### src/sv/mvam_pkg.sv
// Package: shared types, constants and the sine table function for the voice mixer.
package mvam_pkg;

   localparam int NumVoices   = 16;
   localparam int SampleWords = 65536;
   localparam int SineEntries = 1024;
   localparam int VoiceBits   = $clog2(NumVoices);
   localparam int CountBits   = $clog2(NumVoices + 1);
   localparam int AddrBits    = $clog2(SampleWords);
   localparam int SineBits    = $clog2(SineEntries);

   typedef enum logic [1:0] {
      OP_TICK   = 2'd0,
      OP_SINE   = 2'd1,
      OP_SAMPLE = 2'd2,
      OP_WRITE  = 2'd3
   } opcode_type;

   typedef enum logic [3:0] {
      ST_IDLE,
      ST_FIND,
      ST_ALLOC,
      ST_VFETCH,
      ST_VCALC,
      ST_VMEM,
      ST_VACC,
      ST_DIV,
      ST_DONE
   } state_type;

   typedef struct packed {
      opcode_type  opcode;
      logic [23:0] phase_step;
      logic [23:0] speed;
      logic [15:0] sample_start;
      logic [16:0] sample_length;
      logic [15:0] mem_address;
      logic signed [15:0] mem_value;
   } req_type;

   typedef struct packed {
      logic signed [15:0] mixed_sample;
      logic        out_channel;
      logic [3:0]  voice_index;
      logic        status;
   } rsp_type;

   // Divider control between sequencer and the shared divider.
   typedef struct packed {
      logic              load;
      logic signed [21:0] dividend;
      logic [CountBits-1:0] divisor;
   } div_ctl_type;

   typedef struct packed {
      logic              done;
      logic signed [21:0] quotient;
   } div_sts_type;

   function automatic logic signed [15:0] sine_entry(input int i);
      longint q, quad, r, t, t2, m, y, s;
      q    = (longint'(i) << 18) / SineEntries;
      quad = (q >> 16) & 3;
      r    = q & 16'hFFFF;
      t    = quad[0] ? (65536 - r) : r;
      t2   = (t * t) >> 16;
      m    = 42047 - ((4640 * t2) >> 16);
      m    = 102944 - ((t2 * m) >> 16);
      y    = (t * m) >> 16;
      s    = (y * 32767 + 32768) >> 16;
      if (s > 32767) s = 32767;
      if (quad >= 2) s = -s;
      return s[15:0];
   endfunction

endpackage

### src/sv/mvam_divider.sv
// Shared restoring divider: signed sum over slot count, truncating toward zero.
module mvam_divider (
   input  logic                 clock,
   input  logic                 reset,
   input  mvam_pkg::div_ctl_type ctl,
   output mvam_pkg::div_sts_type sts
);
   import mvam_pkg::*;

   localparam int DW = 22;

   logic [DW-1:0]        rem_ff, rem_in;
   logic [DW-1:0]        quo_ff, quo_in;
   logic [CountBits-1:0] den_ff, den_in;
   logic                 neg_ff, neg_in;
   logic [4:0]           cnt_ff, cnt_in;
   logic                 busy_ff, busy_in;
   logic                 done_ff, done_in;
   logic [DW:0]          trial;
   logic [DW-1:0]        shifted;

   always_comb begin
      rem_in  = rem_ff;
      quo_in  = quo_ff;
      den_in  = den_ff;
      neg_in  = neg_ff;
      cnt_in  = cnt_ff;
      busy_in = busy_ff;
      done_in = 1'b0;
      shifted = {rem_ff[DW-2:0], quo_ff[DW-1]};
      trial   = {1'b0, shifted} - {{(DW+1-CountBits){1'b0}}, den_ff};
      if (ctl.load) begin
         neg_in  = ctl.dividend[DW-1];
         quo_in  = ctl.dividend[DW-1] ? DW'(-ctl.dividend) : DW'(ctl.dividend);
         rem_in  = '0;
         den_in  = ctl.divisor;
         cnt_in  = 5'(DW);
         busy_in = 1'b1;
      end else if (busy_ff) begin
         // one quotient bit a cycle
         if (!trial[DW]) begin
            rem_in = trial[DW-1:0];
            quo_in = {quo_ff[DW-2:0], 1'b1};
         end else begin
            rem_in = shifted;
            quo_in = {quo_ff[DW-2:0], 1'b0};
         end
         cnt_in = cnt_ff - 5'd1;
         if (cnt_ff == 5'd1) begin
            busy_in = 1'b0;
            done_in = 1'b1;
         end
      end
   end

   always_ff @(posedge clock) begin
      if (reset) begin
         busy_ff <= 1'b0;
         done_ff <= 1'b0;
         cnt_ff  <= '0;
      end else begin
         busy_ff <= busy_in;
         done_ff <= done_in;
         cnt_ff  <= cnt_in;
      end
      rem_ff <= rem_in;
      quo_ff <= quo_in;
      den_ff <= den_in;
      neg_ff <= neg_in;
   end

   assign sts.done     = done_ff;
   assign sts.quotient = neg_ff ? -$signed(quo_ff) : $signed(quo_ff);
endmodule

### config.mk
export PLATFORM = sky130hd
export DESIGN_NAME = mvam_divider
export DESIGN_NICKNAME = d
export VERILOG_FILES = /design/src/sv/mvam_pkg.sv /design/src/sv/mvam_divider.sv
export SDC_FILE = /design/constraint.sdc
export NUM_CORES = 1
export LEC_CHECK = 0
export BUFFER_PORTS_ARGS = -buffer_cell sky130_fd_sc_hd__buf_2
export CAP_MARGIN = 40
export CORE_UTILIZATION = 30
export DETAILED_ROUTE_END_ITERATION = 10
export SLEW_MARGIN = 20
export SYNTH_ARGS = -nofsm -noshare
export SYNTH_HDL_FRONTEND = slang
export SYNTH_SLANG_ARGS = --single-unit
### constraint.sdc
create_clock -name clock -period 3.2 [get_ports clock]
set_input_delay 0.48 -clock clock [delete_from_list [all_inputs] [get_ports clock]]
set_output_delay 0.48 -clock clock [all_outputs]
set_load 0.02 [all_outputs]
# --- After elaboration in Yosys (flattened, before gate mapping) ---
# Cells that the tools add are included.
op_classes:
  n_addsub: 4
  eq_ne: 1
  muxes: 12
  bitwise: 1
  reduce_logical: 3
ops:
  columns: ["op", "n"]
  rows:
  - ["22-bit 2-to-1 mux", 4]
  - ["22-bit negator", 2]
  - ["22-bit by 5-bit subtractor with 23-bit output", 1]
  - ["21-bit 2-to-1 mux", 1]
  - ["5-bit 2-to-1 mux", 2]
  - ["5-bit by 1-bit == test with 1-bit output (second input constant)", 1]
  - ["1-bit 2-to-1 mux", 5]
  - ["5-bit by 1-bit subtractor with 5-bit output (second input constant)", 1]
  - ["3-bit OR reduction", 1]
  - ["2-bit nonzero test", 1]
  - ["2-bit OR reduction", 1]
  - ["1-bit inverter", 1]
totals:
  regBits: 56
  in_bits: 30
  output_inout_bits: 23
  word_cells: 29

# --- Depth between registers and ports, before layout ---
# Gate-level depths: netlist of run 1.
depth:
  depth_word: 4
  mapped_depth: 11
  ltp_nobuf: 9

# --- Least setup slack after synthesis of run 1 ---
# Ideal clock, no wire load.
synth_timing:
  path_type: "register to register"
  start: "register rem_ff[5]"
  end: "register rem_ff[19]"
  setup_ps: 91
  arrival_time_ps: 2507
  required_time_ps: 3109
  path_slack_ps: 603
  stages_incl_launch_ff: 7
  n_path_buf: 1
  synth_period_minus_slack_ps: 2597
  path_cell_list: "dfxtp_1 -> or4_4 -> or4_4 -> buf_6 -> or3_1 -> or4_1 -> a311oi_1"
synth_via:
  elab_chain_cells: 2
synth_rtl:
  columns: ["element", "line", "rtl"]
  rows:
  - ["start: declaration", "mvam_divider.sv:12", "logic [DW-1:0] rem_ff, rem_in;"]
  - ["start signal: assignment", "mvam_divider.sv:66", "rem_ff <= rem_in;"]
  - ["22-bit by 5-bit subtractor with 23-bit output", "mvam_divider.sv:31", "trial = {1'b0, shifted} - {{(DW+1-CountBits){1'b0}}, den_ff};"]
  - ["21-bit 2-to-1 mux", "mvam_divider.sv:41", "if (!trial[DW]) begin"]
# Every way passes these cells.
# A chain may end at the register's enable or synchronous reset.

==> impl_metrics.py, run 1 <==
metrics = {
    "clock_tree": {
        "postCtsSetupRepairBufs": 0,
        "numCtsBuffers": 5,
        "clock-sinks": 56,
        "cts_resized": 0,
        "h-tree-depth": 2,
        "root_buffer": "clkbuf_16",
        "postCtsHoldBufs": 0,
        "clockBufferDepth": 2,
        "clkLatencyLatePin_ns": 0.29,
        "clkTransAtPathRegs_ns": 0.07,
        "cts_tree": "done",
    },
    "sta": {
        "finalHoldViolCount": 0,
        "fin_crit_ns": 3.00,
        "slew_headroom": 0.515,
        "fmax_mhz": 334,
        "finalSetupViolations": 0,
        "fin_crit_sh": 0.936,
        "setup-tns-final_ns": 0,
        "tightestPinTransition_ns": 0.727,
        "rsz0062_at_grt": "false",
        "final_max_slew_viol_count": 0,
        "fin_skew_ns": 0.00527,
    },
    "setup_path": {
        "worstPathMaxFanout": 5,
        "crit_required_ns": 2.72,
        "critical_path.cell_chain": "nor4_1 -> nand2_1 -> or3_1 -> o41ai_1 -> xnor2_1 -> buf_2",
        "start_kind": "register",
        "crit_type": "reg -> out",
        "worstReg2RegEnd": "rem_ff[15]$_SDFFE_PP0P_",
        "critPathCaptureType": "primary output",
        "r2r_slack_ns": 0.48,
        "slowest_delay_ns": 0.46,
        "arrival_ns": 2.52,
        "reg2reg_from": "rem_ff[5]$_SDFFE_PP0P_",
        "slowest_stage": "nor4_1",
        "r2r_cells": 5,
    },
    "routing": {
        "final_antenna_net_count": 0,
        "drtIter0Drc": 96,
        "wirelength_um": 8160,
        "num_vias": 3053,
        "viasPerCell": 5.13,
        "avgRoutedWirePerCell_um": 13.7,
        "drcViolationCount": 0,
        "dr.pass1.iters": 4,
    },
    "floorplanning": {
        "dieArea_um2": 12400,
        "fp.dieW_um": 112,
        "rows": 39,
        "die_y_um": 112,
        "initial_utilization": 0.311,
        "coreArea_um2": 11600,
        "pin_count": 53,
    },
    "pwr": {
        "swShare": 0.332,
        "irDropWorstVdd_v": 0.000228,
        "total_switching_power_mw": 0.708,
        "seqPwrFrac": 0.433,
        "p_clk_frac": 0.263,
        "intPower_mw": 1.43,
        "pwr-share-comb": 0.305,
        "p_leak_nw": 1.55,
        "power_density_nw_per_um2": 512,
    },
    "final_layout": {
        "seqCellArea_um2": 1400,
        "fin_cells": 595,
        "fin_nets": 491,
        "drive_above_1_share": 0.179,
        "area_delta_synth_final_pct": 15.8,
        "fill_cells": 1155,
        "antenna_cells": 0,
        "multi_input_area_um2": 2040,
    },
    "global_routing": {
        "grtUsageTotal": 0.133,
        "grt_pass1_vias": 2809,
        "antenna_found_initial": 0,
        "grt_overflow_total": 0,
        "grt_pass1_wl_um": 13500,
        "grt_max_degree": 73,
    },
    "synth": {
        "synth.avg_cell_area_um2": 8.87,
        "synth_cells": 406,
        "synth_common_cells": "59 x nor2_1, 34 x xnor2_1, 29 x a21oi_1, 28 x dfxtp_1, 28 x edfxtp_1",
        "synth_area_um2": 3600,
        "synthTopCellsByArea": "edfxtp_1 23%, dfxtp_1 16%, xnor2_1 8.3%",
        "synth.distinct_cells": 44,
        "ys_ff_latch": 56,
        "synth_edf_count": 28,
        "seq_area_frac_synth": 0.389,
        "synth_top_area_frac": 0.233,
        "yosysMostFrequentCell": "nor2_1",
        "synth_nets": 446,
        "ys.flop_type": "edfxtp_1",
        "yosysWarnings": 0,
        "async_reset_ff_frac": 0,
        "netlist.top_cell.by_area": "edfxtp_1",
    },
    "worst_hold_path": {
        "hp-start": "ctl[4]",
        "hold_end": "den_ff[4]$_DFFE_PP_",
        "hold_depth": 1,
        "min_path_type": "in -> reg",
    },
    "run_status": {
        "status": "finished clean",
    },
    "placement": {
        "dp_hpwl_um": 6120,
        "placed_cells": 587,
        "gp_congestion": 0.789,
        "io_buffers": 52,
    },
    "flow_run": {
        "maxCapViolCount": 0,
    },
}
-- area by class of cell --
cell class              instances  area share
clock buffers                   7      0.0342
clock inverters                 1     0.00180
flip-flops and latches         56       0.336
repair buffers                 60      0.0816
multi-input cells             311       0.488
well taps                     143      0.0429
inverters                      17      0.0153
-- critical path: cells and delay by family, from the launching register on --
kind | cells | cell delay [ns]
compound gates | 1 | 0.39
xor+xnor | 1 | 0.16
buf+inv | 1 | 0.18
flops | 1 | 0.45
simple gates | 3 | 1.03
-- sequential cells by signal, summed over array words and instances, names as in the netlist --
signal	cells
done_ff	1
busy_ff	1
rem_ff	21
cnt_ff	5
quo_ff	22
den_ff	5
neg_ff	1
-- layout by cell type, fill, tap and decap left out, types with 17 or more instances in the layout --
| cell | netlist | routed |
|---|---|---|
| nor2_1 | 59 | 59 |
| buf_2 | 0 | 52 |
| xnor2_1 | 34 | 34 |
| a21oi_1 | 29 | 29 |
| dfxtp_1 | 28 | 28 |
| edfxtp_1 | 28 | 28 |
| nand2_1 | 23 | 23 |
| xor2_1 | 18 | 18 |
| o21ai_0 | 18 | 18 |
| inv_1 | 17 | 17 |
-- metal layers --
layer | share of wire | up-vias | routed length (um) | track usage
met5 | 0 | - | 0 | 0
met1 | 0.45 | 1401 | 3710 | 0.161
met3 | 0.037 | 6 | 304 | 0.0245
li1 | - | 1579 | - | -
met4 | 0.0076 | 0 | 62 | 0.0297
met2 | 0.50 | 67 | 4090 | 0.244
-- cell families after synthesis --
logic type,share of synthesized area
DFF,0.389
adders and majority gates,0.0368
xor gates and xnor gates,0.126
and+or+nand+nor,0.217
muxes,0.0111
buffers and inverters,0.0469
AOI/OAI and AO/OA,0.173
-- how the worst max path moves through the flow --
stage | startpoint | to | slack (ns) | cells after the start
finish | quo_ff[9]$_DFFE_PP_ | sts[19] | 0.20 | 6
global route | quo_ff[10]$_DFFE_PP_ | sts[19] | 0.006 | 6
CTS | quo_ff[3]$_DFFE_PP_ | sts[21] | 0.05 | 6
detailed placement | quo_ff[3]$_DFFE_PP_ | sts[21] | 0.37 | 6
global placement | quo_ff[4]$_DFFE_PP_ | sts[21] | 0.40 | 6
floorplan | rem_ff[5]$_SDFFE_PP0P_ | rem_ff[19]$_SDFFE_PP0P_ | 0.60 | 6
-- power groups by stage --
stage	registers, mW	clock network (mW)	logic, mW
2_1_floorplan	0.910	0	0.495
3_3_place_gp	0.935	0	0.642
3_5_place_dp	0.938	0	0.651
4_1_cts	0.922	0.582	0.657
5_1_grt	0.937	0.609	0.724
6_report	0.924	0.561	0.651
-- stage by stage --
step           hold WS [ns]  power (mW)  area [um2]  worst slack [ns]  utilization
6_report              0.361        2.14        4170             0.204        0.361
3_3_place_gp          0.470        1.58        3990             0.397        0.345
2_1_floorplan         0.452        1.41        3600             0.603            -
4_1_cts               0.359        2.16        4170            0.0479        0.360
5_1_grt               0.354        2.27        4170           0.00583        0.361
3_5_place_dp          0.481        1.59        4020             0.372        0.347
(Power assumes the default switching activity.)
==> run 2, diff against run 1 <==
--- a/config.mk
+++ b/config.mk
@@ -7,8 +7,10 @@
 export LEC_CHECK = 0
 export BUFFER_PORTS_ARGS = -buffer_cell sky130_fd_sc_hd__buf_2
 export CAP_MARGIN = 40
-export CORE_UTILIZATION = 30
+export CORE_UTILIZATION = 58
 export DETAILED_ROUTE_END_ITERATION = 10
+export PLACE_DENSITY = 0.81
+export RECOVER_POWER = 25
 export SLEW_MARGIN = 20
 export SYNTH_ARGS = -nofsm -noshare
 export SYNTH_HDL_FRONTEND = slang
==> run 2 against run 1 <==
Via count grew 2.6%. Largest power group unchanged. Clock skew rose by 0.00087 ns. Wire length fell by 3.1%. Highest routed layer unchanged. Sequential cell count stayed put. Fmax is 0.76% higher. Final cell count shrank 12%.
==> impl_metrics.py, run 2 (same netlist as run 1, synthesis figures left out) <==
metrics = {
    "pwr": {
        "p_leak_nw": 1.50,
        "irDropWorstVdd_v": 0.000248,
        "power_density_nw_per_um2": 498,
        "swShare": 0.343,
        "p_clk_frac": 0.214,
        "seqPwrFrac": 0.465,
        "intPower_mw": 1.31,
        "pwr-share-comb": 0.320,
        "total_switching_power_mw": 0.682,
    },
    "final_layout": {
        "max_flop_register": "quo_ff",
        "seqCellArea_um2": 1400,
        "antenna_cells": 0,
        "fin_cells": 525,
        "area_delta_synth_final_pct": 11.1,
        "design_area_um2": 4000,
        "final_cell_mix": "59 x nor2_1, 49 x buf_2, 34 x xnor2_1",
        "largest_register_ffs": 22,
        "fin_nets": 489,
        "multi_input_area_um2": 2040,
        "biggestRegsByFlops": "quo_ff (22), rem_ff (21)",
        "fill_cells": 496,
        "drive_above_1_share": 0.169,
        "layout_commonest_cell": "nor2_1",
    },
    "worst_hold_path": {
        "min_path_type": "in -> reg",
    },
    "global_routing": {
        "grtUsageTotal": 0.260,
        "antenna_found_initial": 0,
        "grt_max_degree": 73,
        "grt_overflow_total": 0,
        "grt_pass1_wl_um": 13000,
        "grt_pass1_vias": 2798,
    },
    "sta": {
        "finalHoldViolCount": 0,
        "setup-tns-final_ns": 0,
        "tightestPinTransition_ns": 1.40,
        "fin_crit_sh": 0.929,
        "rsz0062_at_grt": "false",
        "fin_skew_ns": 0.00613,
        "slew_headroom": 0.0698,
        "fin_crit_ns": 2.97,
        "finalSetupViolations": 0,
        "fmax_mhz": 336,
        "final_max_slew_viol_count": 0,
    },
    "placement": {
        "dp_hpwl_um": 5640,
        "placed_cells": 516,
        "gp_congestion": 0.831,
        "io_buffers": 52,
        "dpl_cell_area_um2": 3890,
    },
    "setup_path": {
        "slowest_delay_ns": 0.50,
        "crit_required_ns": 2.72,
        "arrival_ns": 2.49,
        "slowest_stage": "edfxtp_1",
        "start_kind": "register",
        "crit_type": "reg -> out",
        "worstPathMaxFanout": 5,
        "critical_path.cell_chain": "nor4_2 -> nand2_1 -> or3_1 -> o41ai_1 -> xnor2_1 -> buf_2",
        "critPathCaptureType": "primary output",
    },
    "floorplanning": {
        "initial_utilization": 0.605,
        "coreArea_um2": 5960,
        "pin_count": 53,
        "fp.dieW_um": 80.8,
        "die_y_um": 80.8,
        "rows": 28,
        "dieArea_um2": 6530,
    },
    "clock_tree": {
        "clkTransAtPathRegs_ns": 0.10,
        "numCtsBuffers": 5,
        "clock-sinks": 56,
        "clockBufferDepth": 2,
        "cts_tree": "done",
        "root_buffer": "clkbuf_8",
        "clkLatencyLatePin_ns": 0.31,
        "h-tree-depth": 2,
    },
    "run_status": {
        "status": "finished clean",
    },
    "routing": {
        "viasPerCell": 5.97,
        "wirelength_um": 7910,
        "dr.pass1.iters": 4,
        "num_vias": 3132,
        "drtIter0Drc": 215,
        "drcViolationCount": 0,
        "final_antenna_net_count": 0,
        "avgRoutedWirePerCell_um": 15.1,
    },
    "flow_run": {
        "maxCapViolCount": 0,
    },
}
## run 2: metrics by stage
stage	hold WS, ns	power, mW	worst slack, ns	utilization
after floorplan	0.452	1.41	0.603	-
after global placement	0.469	1.55	0.390	0.653
after detailed placement	0.479	1.57	0.420	0.653
after CTS	0.329	2.00	0.0935	0.670
after global routing	0.320	2.12	0.00408	0.672
final	0.339	1.99	0.227	0.672
## run 2: critical path, delay by kind of cell, from the launching register on
family	cells	cell delay, ns
DFF	1	0.50
AOI/OAI and AO/OA	1	0.41
buffers and inverters	1	0.18
and+or+nand+nor	3	0.94
xor gates and xnor gates	1	0.16
## run 2: timing repair
action | CTS | global route
setup buffers | 0 | 0
hold buffers | 0 | 0
gates resized for setup | 0 | 2
endpoints found under the hold margin | 0 | 0
setup endpoints to repair | 0 | 2
## run 2: final timing paths
check	startpoint	to	slack [ns]	depth (start not counted)
max	quo_ff[8]$_DFFE_PP_	sts[19]	0.23	6
min	ctl[0]	den_ff[0]$_DFFE_PP_	0.34	1
min reg2reg	rem_ff[20]$_SDFFE_PP0P_	rem_ff[20]$_SDFFE_PP0P_	0.50	2
max reg2reg	quo_ff[21]$_DFFE_PP_	rem_ff[7]$_SDFFE_PP0P_	0.39	10
## run 2: power groups by stage
stage	clock network [mW]	logic, mW	registers (mW)
after floorplan	0	0.495	0.910
after global placement	0	0.619	0.935
after detailed placement	0	0.631	0.939
after CTS	0.439	0.635	0.923
after global routing	0.464	0.715	0.940
final	0.427	0.638	0.926
## run 2: final cells by class
class | instances | area share
timing repair buffer | 58 | 0.0738
clock inverter | 1 | 0.00125
inverter | 17 | 0.0160
sequential | 56 | 0.350
clock buffer | 7 | 0.0244
tap | 75 | 0.0235
multi-input combinational | 311 | 0.511
## run 2: routing by layer
layer	vias up	global-route usage	part of all wire
li1	1576	-	-
met1	1453	0.368	0.46
met2	95	0.409	0.47
met3	8	0.0438	0.063
met4	0	0.0714	0.011
met5	-	0	0
==> run 3, diff against run 2 <==
--- a/config.mk
+++ b/config.mk
@@ -5,9 +5,10 @@
 export SDC_FILE = /design/constraint.sdc
 export NUM_CORES = 1
 export LEC_CHECK = 0
+export ABC_AREA = 1
 export BUFFER_PORTS_ARGS = -buffer_cell sky130_fd_sc_hd__buf_2
 export CAP_MARGIN = 40
-export CORE_UTILIZATION = 58
+export CORE_UTILIZATION = 59
 export DETAILED_ROUTE_END_ITERATION = 10
 export PLACE_DENSITY = 0.81
 export RECOVER_POWER = 25
==> run 3 against run 2 <==
Final area up 16%. First-iteration DRC count up 41%. Area after synthesis rose by 17%. Sequential share of layout area shrank 4.8 points. Worst setup slack better by 0.37 ns. Non-clock buffer count is the same. Final cell count up 46%.
==> impl_metrics.py, run 3 <==
metrics = {
    "clock_tree": {
        "cts_tree": "done",
        "clkLatencyLatePin_ns": 0.32,
        "cts_resized": 0,
        "root_buffer": "clkbuf_8",
        "numCtsBuffers": 5,
        "clkTransAtPathRegs_ns": 0.11,
        "h-tree-depth": 2,
        "postCtsSetupRepairBufs": 0,
        "clock-sinks": 56,
        "clockBufferDepth": 2,
        "postCtsHoldBufs": 0,
    },
    "pwr": {
        "seqPwrFrac": 0.369,
        "total_switching_power_mw": 1.09,
        "fin_total_pwr_mw": 2.58,
        "irDropWorstVdd_v": 0.000301,
        "power_density_nw_per_um2": 557,
        "pwr-share-comb": 0.443,
        "p_clk_frac": 0.188,
        "p_leak_nw": 2.22,
        "swShare": 0.424,
        "intPower_mw": 1.49,
    },
    "final_layout": {
        "fill_cells": 624,
        "fin_cells": 768,
        "drive_above_1_share": 0.131,
        "antenna_cells": 0,
        "layout_commonest_cell": "nand2_1",
        "final_cell_mix": "179 x nand2_1, 75 x inv_1, 74 x nor2_1",
        "max_flop_register": "quo_ff",
        "largest_register_ffs": 22,
        "area_delta_synth_final_pct": 10.3,
        "biggestRegsByFlops": "quo_ff (22), rem_ff (21)",
        "fin_nets": 711,
    },
    "global_routing": {
        "grt_busiest_layer": "met2",
        "grt_pass1_wl_um": 16900,
        "grt_use_met1": 0.420,
        "grt_pass1_vias": 3608,
        "grtUsageTotal": 0.288,
        "antenna_found_initial": 0,
        "grt_use_met3": 0.0581,
        "grt_max_degree": 29,
        "met2_usage": 0.439,
        "grt_overflow_total": 0,
    },
    "synth": {
        "synth_area_um2": 4200,
        "synth_common_cells": "179 x nand2_1, 75 x inv_1, 74 x nor2_1, 54 x nand3_1, 34 x o21ai_0",
        "netlist.top_cell.by_area": "edfxtp_1",
        "async_reset_ff_frac": 0,
        "seq_area_frac_synth": 0.334,
        "synth_cells": 625,
        "synth.distinct_cells": 40,
        "synth_top_area_frac": 0.200,
        "synth.avg_cell_area_um2": 6.71,
        "yosysWarnings": 0,
        "ys.flop_type": "edfxtp_1",
        "ys_ff_latch": 56,
        "synth_nets": 665,
        "yosysMostFrequentCell": "nand2_1",
        "synth_edf_count": 28,
        "synthTopCellsByArea": "edfxtp_1 20%, nand2_1 16%, dfxtp_1 13%",
    },
    "setup_path": {
        "crit_required_ns": 2.72,
        "arrival_ns": 2.12,
        "crit_type": "reg -> out",
        "critPathCaptureType": "primary output",
        "worstPathMaxFanout": 4,
        "start_kind": "register",
    },
    "floorplanning": {
        "initial_utilization": 0.614,
        "coreArea_um2": 6830,
        "pin_count": 53,
        "rows": 30,
        "fp.dieW_um": 86.3,
        "dieArea_um2": 7450,
        "die_y_um": 86.3,
    },
    "routing": {
        "dr.pass1.iters": 5,
        "final_antenna_net_count": 0,
        "num_vias": 4195,
        "viasPerCell": 5.46,
        "avgRoutedWirePerCell_um": 13.6,
        "wirelength_um": 10400,
        "drcViolationCount": 0,
        "drtIter0Drc": 303,
    },
    "sta": {
        "finalHoldViolCount": 0,
        "setup-tns-final_ns": 0,
        "fmax_mhz": 384,
        "fin_crit_ns": 2.60,
        "slew_headroom": 0.0452,
        "tightestPinTransition_ns": 1.43,
        "finalSetupViolations": 0,
        "fin_skew_ns": 0.0123,
        "fin_crit_sh": 0.813,
        "whs_ns": 0.328,
        "final_max_slew_viol_count": 0,
        "rsz0062_at_grt": "false",
    },
    "placement": {
        "placed_cells": 760,
        "gp_congestion": 0.990,
        "io_buffers": 52,
        "dp_hpwl_um": 7920,
    },
    "worst_hold_path": {
        "min_path_type": "in -> reg",
    },
    "flow_run": {
        "maxCapViolCount": 0,
    },
    "run_status": {
        "status": "finished clean",
    },
}
## run 3: layer usage
metal | part of all wire | up-vias
met3 | 0.084 | 16
met4 | 0.014 | 0
li1 | - | 2098
met2 | 0.44 | 194
met1 | 0.47 | 1887
met5 | 0 | -
## run 3: kinds of logic (layout without fill, tap and decap cells)
kind of cell,after synthesis,after routing,synth area share
compound gates,68,68,0.0933
xor+xnor,34,34,0.0710
fa+ha+maj,10,10,0.0316
buf+inv,99,146,0.0960
flops,56,56,0.334
simple gates,358,358,0.374
## run 3: metrics by stage
step | setup WS, ns | util | area, um2
2_1_floorplan | 1.14 | - | 4200
3_3_place_gp | 1.10 | 0.662 | 4520
3_5_place_dp | 0.977 | 0.662 | 4520
4_1_cts | 0.619 | 0.679 | 4640
5_1_grt | 0.402 | 0.677 | 4630
6_report | 0.597 | 0.677 | 4630
## run 3: path summary, 6_finish.rpt
path | from | endpoint | slack (ns) | depth (start not counted)
max reg2reg | quo_ff[21]$_DFFE_PP_ | quo_ff[0]$_DFFE_PP_ | 0.99 | 10
min | ctl[2] | den_ff[2]$_DFFE_PP_ | 0.33 | 1
min reg2reg | rem_ff[3]$_SDFFE_PP0P_ | rem_ff[3]$_SDFFE_PP0P_ | 0.48 | 2
max | quo_ff[6]$_DFFE_PP_ | sts[17] | 0.60 | 8
## run 3: cell type report
type                            count  area [um2]  share of cell area
Multi-Input combinational cell    470        2390               0.517
Sequential cell                    56        1400               0.303
Inverter                           80         300              0.0649
Timing Repair Buffer               58         293              0.0633
Clock buffer                        8         121              0.0262
Tap cell                           96         120              0.0260
## run 3: critical path, stage by stage (launching register included)
cell      delay, ns
edfxtp_1       0.48
nor2_1         0.28
nand3_1        0.11
nor2_1         0.23
nand2_1        0.12
nand2_1        0.11
o21ai_0        0.12
xor2_1         0.17
buf_2          0.19
## run 3: power by group through the flow
stage	sequential [mW]	combinational, mW	clock (mW)
floorplan	0.932	0.883	0
global placement	0.961	1.09	0
detailed placement	0.963	1.12	0
CTS	0.948	1.13	0.487
global route	0.964	1.28	0.511
finish	0.952	1.14	0.485
